<file path="src/sv/cba_pkg.sv">
package cba_pkg;

	// field widths fixed by the request and result formats
	localparam int IDX_W    = 12;
	localparam int COUNT_W  = 13;
	localparam int KIND_W   = 2;
	localparam int STATUS_W = 2;

	localparam logic [COUNT_W-1:0] COUNT_RESET = 13'd4096;

	// request kinds
	localparam logic [KIND_W-1:0] KIND_ALLOC = 2'd0;
	localparam logic [KIND_W-1:0] KIND_FREE  = 2'd1;
	localparam logic [KIND_W-1:0] KIND_QUERY = 2'd2;

	// result status codes
	localparam logic [STATUS_W-1:0] ST_OK    = 2'd0;
	localparam logic [STATUS_W-1:0] ST_FULL  = 2'd1;
	localparam logic [STATUS_W-1:0] ST_RANGE = 2'd2;

	// commands from controller to datapath
	typedef struct packed {
		logic                clr_step;
		logic                load;
		logic                scan_step;
		logic                seek_step;
		logic                wr_alloc;
		logic                wr_free;
		logic                emit;
		logic [STATUS_W-1:0] res_status;
		logic                res_alloc;
		logic                res_query;
	} dp_cmd_t;

	// status from datapath to controller
	typedef struct packed {
		logic              clr_last;
		logic              out_free;
		logic              idx_range;
		logic              found;
		logic              last_word;
		logic              seek_hit;
		logic [KIND_W-1:0] kind;
	} dp_stat_t;

endpackage

</file>
<file path="src/sv/cba_ctrl.sv">
module cba_ctrl (
	input  logic              clk,
	input  logic              arst_n,
	input  logic              s_tvalid,
	output logic              s_tready,
	input  cba_pkg::dp_stat_t stat,
	output cba_pkg::dp_cmd_t  cmd
);

	localparam logic [2:0] S_CLR  = 3'd0;
	localparam logic [2:0] S_IDLE = 3'd1;
	localparam logic [2:0] S_CHK  = 3'd2;
	localparam logic [2:0] S_SCAN = 3'd3;
	localparam logic [2:0] S_SEEK = 3'd4;

	logic [2:0] state_q;
	logic [2:0] state_d;

	// state register, clearing pass first after reset
	always_ff @(posedge clk or negedge arst_n) begin
		if (!arst_n) begin
			state_q <= S_CLR;
		end else begin
			state_q <= state_d;
		end
	end

	// next state and commands
	always_comb begin
		cmd      = '0;
		state_d  = state_q;
		s_tready = 1'b0;
		unique case (state_q)
			S_CLR: begin
				cmd.clr_step = 1'b1;
				if (stat.clr_last) begin
					state_d = S_IDLE;
				end
			end
			S_IDLE: begin
				s_tready = 1'b1;
				if (s_tvalid) begin
					cmd.load = 1'b1;
					state_d  = S_CHK;
				end
			end
			S_CHK: begin
				if (stat.kind == cba_pkg::KIND_ALLOC) begin
					state_d = S_SCAN;
				end else if ((stat.kind == cba_pkg::KIND_FREE ||
						stat.kind == cba_pkg::KIND_QUERY) && !stat.idx_range) begin
					state_d = S_SEEK;
				end else if (stat.out_free) begin
					cmd.emit       = 1'b1;
					cmd.res_status = cba_pkg::ST_RANGE;
					state_d        = S_IDLE;
				end
			end
			S_SCAN: begin
				if (stat.found) begin
					if (stat.out_free) begin
						cmd.wr_alloc   = 1'b1;
						cmd.emit       = 1'b1;
						cmd.res_status = cba_pkg::ST_OK;
						cmd.res_alloc  = 1'b1;
						state_d        = S_IDLE;
					end
				end else if (stat.last_word) begin
					if (stat.out_free) begin
						cmd.emit       = 1'b1;
						cmd.res_status = cba_pkg::ST_FULL;
						state_d        = S_IDLE;
					end
				end else begin
					cmd.scan_step = 1'b1;
				end
			end
			S_SEEK: begin
				if (stat.seek_hit) begin
					if (stat.out_free) begin
						cmd.emit       = 1'b1;
						cmd.res_status = cba_pkg::ST_OK;
						if (stat.kind == cba_pkg::KIND_FREE) begin
							cmd.wr_free = 1'b1;
						end else begin
							cmd.res_query = 1'b1;
						end
						state_d = S_IDLE;
					end
				end else begin
					cmd.seek_step = 1'b1;
				end
			end
			default: begin
				state_d = S_IDLE;
			end
		endcase
	end

endmodule

</file>
<file path="config.mk">
export PLATFORM = sky130hd
export DESIGN_NAME = cba_ctrl
export DESIGN_NICKNAME = d
export VERILOG_FILES = /design/src/sv/cba_pkg.sv /design/src/sv/cba_ctrl.sv
export SDC_FILE = /design/constraint.sdc
export NUM_CORES = 1
export LEC_CHECK = 0
export CAP_MARGIN = 15
export CORE_AREA = 3 3 40 42
export CTS_CLUSTER_SIZE = 20
export DETAILED_ROUTE_END_ITERATION = 6
export DIE_AREA = 0 0 43 45
export DONT_BUFFER_PORTS = 1
export PLACE_DENSITY = 0.48
export SYNTH_ARGS = -nofsm -noshare
export SYNTH_HDL_FRONTEND = slang
export SYNTH_SLANG_ARGS = --single-unit
</file>
<file path="constraint.sdc">
create_clock -name clk -period 1 [get_ports clk]
set_input_delay 0.05 -clock clk [delete_from_list [all_inputs] [get_ports clk]]
set_output_delay 0.05 -clock clk [all_outputs]
set_load 0.1 [all_outputs]
</file>
**Word level (Yosys, flattened, before mapping)**

Cells that the tools add are included.
W data, S select, Z words.

- Register bits after elaboration: 3
- ROM bits: 0
- Memories kept: 0
- Bits of input ports: 11
- Output and inout port bits: 12
- Memory bits (writable): 0
- Logic and storage cells: 56
- Bits in latches: 0

- Reductions and logical operators: 6
- Muxes and demuxes: 39
- Div/mod/pow operators: 0
- Equality and inequality tests: 10
- Add/sub/neg operators: 0
- Multiply operators: 0
- Shift-type cells: 0
- $lt $le $gt $ge: 0
- Bitwise logic cells: 0

Operators by type and width:

| kind | number |
|---|---|
| $mux W3 | 14 |
| $mux W1 | 20 |
| $pmux W3 S5 | 1 |
| $mux W4 | 3 |
| $pmux W3 S3 | 1 |
| $eq A3 B2 Y1 const B | 2 |
| $ne A2 B2 Y1 const B | 3 |
| $reduce_and A4 Y1 | 1 |
| $eq A3 B1 Y1 const B | 1 |
| $eq A3 B3 Y1 const B | 1 |
| $logic_not A3 Y1 | 1 |
| $ne A3 B3 Y1 const B | 1 |
| $eq A2 B1 Y1 const B | 1 |
| $eq A2 B2 Y1 const B | 1 |
| $logic_not A2 Y1 | 1 |
| $logic_and A1 B1 Y1 | 1 |
| $logic_not A1 Y1 | 1 |
| $logic_or A1 B1 Y1 | 1 |

**Depth between registers and ports, before layout**

- Depth after elaboration: 6
- Mapped depth: 6
- Gate-level depth less buffers: 6

**Worst setup path before layout**

OpenSTA, ideal clock, no wires.

- Path type: reg2out
- From: reg state_q[2]
- To: out cmd[2] in the netlist's numbering
- Path buffers: 1
- Required time: 950 ps
- Stages on the path, launching flop included: 5
- Path slack: -1,807 ps
- Arrival: 2,757 ps
- Path through: dfrtp_1 > buf_2 > nor2b_1 > nand2_1 > nor3_1

RTL lines:

| what | line | text |
|---|---|---|
| from (decl) | cba_ctrl.sv:16 | `logic [2:0] state_q;` |
| from (signal assigned) | cba_ctrl.sv:24 | `state_q <= state_d;` |
| to (decl) | cba_ctrl.sv:7 | `output cba_pkg::dp_cmd_t cmd` |

==> summary.md <==
| Metric | Value |
|---|---|
| Worst slack at placement | `-0.391 ns` |
| Synth unique cells | `28` |
| Net count after synthesis | `65` |
| Switching part of the total | `0.531` |
| Initial Utilization | `0.298` |
| VDD IR max | `0.00137 V` |
| P&R area growth vs syn | `138%` |
| Reg power frac | `0.094` |
| Crit path DAT | `1.38 ns` |
| Share of post-route cells with drive strength above 1 | `0.711` |
| Sequential cell area | `between 70 and 80 µm²` |
| P_sw | `between 1 and 1.5 mW` |
| Diodes inserted | `0` |
| Setup ws final | `-0.429 ns` |
| Clock power share | `0.083` |
| Max Fclk | `700 MHz` |
| Max_cap viols | `0` |
| Max Transition Viols Final | `0` |
| Leakage | `0.393 nW` |
| Cell accounting for the most synthesized area | `dfrtp_1` |
| R2R Path Start | `state_q[0]$_DFFE_PN0P_` |
| Reg2reg end | `state_q[0]$_DFFE_PN0P_` |
| Int Pwr | `roughly 1.3 mW` |
| Clk pin slew, worst setup/hold paths | `roughly 0.040 ns` |
| Most frequent cells in the layout | `buf_4, buf_12, buf_6` |
| Gate Count Post-Synth | `52` |
| PD cells | `~2900 nW/µm²` |
| Wirelength, routed | `about 1300 µm` |
| # IOs | `23` |
| GRT overflow | `0` |
| Initial antenna violation count | `0` |
| Biggest regs | `state_q x3` |
| Post-route ant nets | `0` |
| DP Area | `759 µm²` |
| CTS tree | `done` |
| Die outline width | `43 µm` |
| Failing checks | `setup timing` |
| Post-route cell area | `about 900 µm²` |
| Max_slew headroom | `0.823` |
| Row count | `13` |
| Clock skew | `around 0.0017 ns` |
| CTS H-Tree Depth | `1` |
| Yosys warns | `0` |
| Port Buffers | `0` |
| Crit. Startpoint | `state_q[0]$_DFFE_PN0P_` |
| Crit path max fanout | `4` |
| Yosys top cell area share | `0.196` |
| Unrepaired setup endpoints after global routing | `yes` |
| TritonCTS Buffers | `3` |
| Dominant cells by area after synthesis | `dfrtp_1, ha_1, buf_6, nand2_1, nor2_1` |
| All-Layer GR Usage | `0.156` |
| Worst slew pin tran | `between 0.2 and 0.3 ns` |
| Critical Path End | `cmd[0]` |
| Minimum clock period | `1.43 ns` |
| Total power | `2.67 mW` |
| First-pass GRT wire length | `about 2200 µm` |
| Final worst path period share | `1.43` |
| Gpl congestion | `~0.85` |
| Maximum buffer depth of the clock tree | `2` |
| Largest net degree at the start of global routing | `9` |
| Avg WL per Cell | `between 10 and 15 µm` |
| Routed via count | `482` |
| Worst Hold Class | `in2reg` |
| Worst EP required | `~0.95 ns` |
| Net count, final | `97` |
| Initial DRC Count | `7` |
| Worst-Skew Late Latency | `approximately 0.24 ns` |
| Core Area | `between 1000 and 1500 µm²` |
| Most flops, register | `state_q` |
| Layout Cells excl Fill | `98` |
| DP HPWL | `947 µm` |
| Combinational Power Share | `0.823` |
| Synthesized flop and latch total | `3` |
| Flop-to-flop setup slack | `-0.21 ns` |
| Cells on worst reg2reg path | `6` |
| Synth Cell Area | `around 380 µm²` |
| Clock sink total | `3` |
| Max reg flops | `3` |
| Multi-input logic area | `about 400 µm²` |
| Vias in the first global route | `roughly 540` |
| Seq/Total Area, Yosys | `0.196` |
| Root buffer cell | `clkbuf_4` |
| Crit Path Category | `reg2out` |
| Vias per cell | `between 4 and 5` |
| Worst setup EP type | `output port` |
| Outcome | `finished with violations` |
| Die area | `between 1500 and 2000 µm²` |
| Die Ht | `roughly 45 µm` |
| Most common cell after layout, fill and taps aside | `buf_4` |
| First drt pass iteration count | `4` |
| # fillers | `93` |
| # DRC | `0` |
| Final hold vios | `0` |
| Final Setup Violations | `15` |
| Placed Cells | `86` |
| Syn avg cell area | `about 7.4 µm²` |
| Startpoint types | `flop` |
[Yosys cell counts]
library cell,instances
nand2_1,6
nor2_1,6
inv_1,4
nor3_1,4
a21oi_1,3
dfrtp_1,3
buf_6,2
ha_1,2
nand3_1,2
o21ai_1,2
a32o_1,1
a32oi_1,1
and2_1,1
and2b_1,1
buf_2,1
buf_4,1
mux2i_1,1
nand2_2,1
nand2b_1,1
nand4_1,1
nor2_2,1
nor2b_1,1
nor3b_2,1
nor4_4,1
o21ai_0,1
o21bai_1,1
o22ai_1,1
or2_1,1
[cell type report]
cell class | instances | area share
tap | 15 | 0.0206
clock buffer | 4 | 0.0289
sequential | 3 | 0.0853
inverter | 4 | 0.0165
multi-input combinational | 41 | 0.442
timing repair buffer | 31 | 0.407
[timing repair]
item                                   in CTS  in global routing
hold buffers                                1                  0
endpoints found under the hold margin       3                  0
buffers inserted                            6                  1
setup endpoints to repair                  15                 15
gates resized for setup                    11                  6
pin swaps                                   6                  3
gates cloned                                0                  0
[power groups by stage]
stage / combinational, mW / clock (mW) / sequential (mW)
global route: 2.30 / 0.244 / 0.262
CTS: 2.10 / 0.226 / 0.249
finish: 2.20 / 0.222 / 0.251
floorplan: 1.35 / 0 / 0.198
detailed placement: 1.81 / 0 / 0.271
global placement: 1.79 / 0 / 0.271
[logic make-up after synthesis]
kind of cell,count (synthesis),share of synthesized area
adders and majority gates,2,0.0653
muxes,1,0.0261
AOI/OAI and AO/OA,10,0.163
and+or+nand+nor,28,0.418
buffers and inverters,8,0.131
DFF,3,0.196
[how the worst min path moves through the flow]
stage,start,endpoint,slack [ns],depth (start not counted)
6_report,stat[7],state_q[0]$_DFFE_PN0P_,0.03,2
5_1_grt,stat[7],state_q[0]$_DFFE_PN0P_,0.04,2
4_1_cts,stat[7],state_q[0]$_DFFE_PN0P_,0.03,2
3_5_place_dp,arst_n,state_q[2]$_DFFE_PN0P_,-0.25,0
3_3_place_gp,arst_n,state_q[0]$_DFFE_PN0P_,-0.25,0
2_1_floorplan,arst_n,state_q[0]$_DFFE_PN0P_,-0.25,0
[stage by stage]
step / setup TNS (ns) / util / hold WS (ns)
2_1_floorplan: -7.57 / - / -0.246
3_3_place_gp: -3.60 / 0.591 / -0.246
3_5_place_dp: -3.78 / 0.591 / -0.245
4_1_cts: -5.09 / 0.681 / 0.0271
5_1_grt: -6.06 / 0.708 / 0.0411
6_report: -5.18 / 0.708 / 0.0287
[per-layer routing]
| metal | GRT usage | share of wire | wire (µm) | up-vias |
|---|---|---|---|---|
| met5 | 0 | 0 | 0 | - |
| met4 | 0.108 | 0.014 | 18 | 0 |
| met3 | 0.0239 | 0.077 | 98 | 2 |
| met2 | 0.281 | 0.56 | 707 | 19 |
| met1 | 0.166 | 0.35 | 446 | 223 |
| li1 | - | - | - | 238 |
[worst max-delay path, cell delays in order (launching register included)]
cell and delay [ns]:
dfrtp_2 0.44, nor2_4 0.15, nand4_1 0.12, buf_6 0.15
nor2_4 0.10, buf_12 0.18
Note: power is estimated with default switching activity, not from simulation.
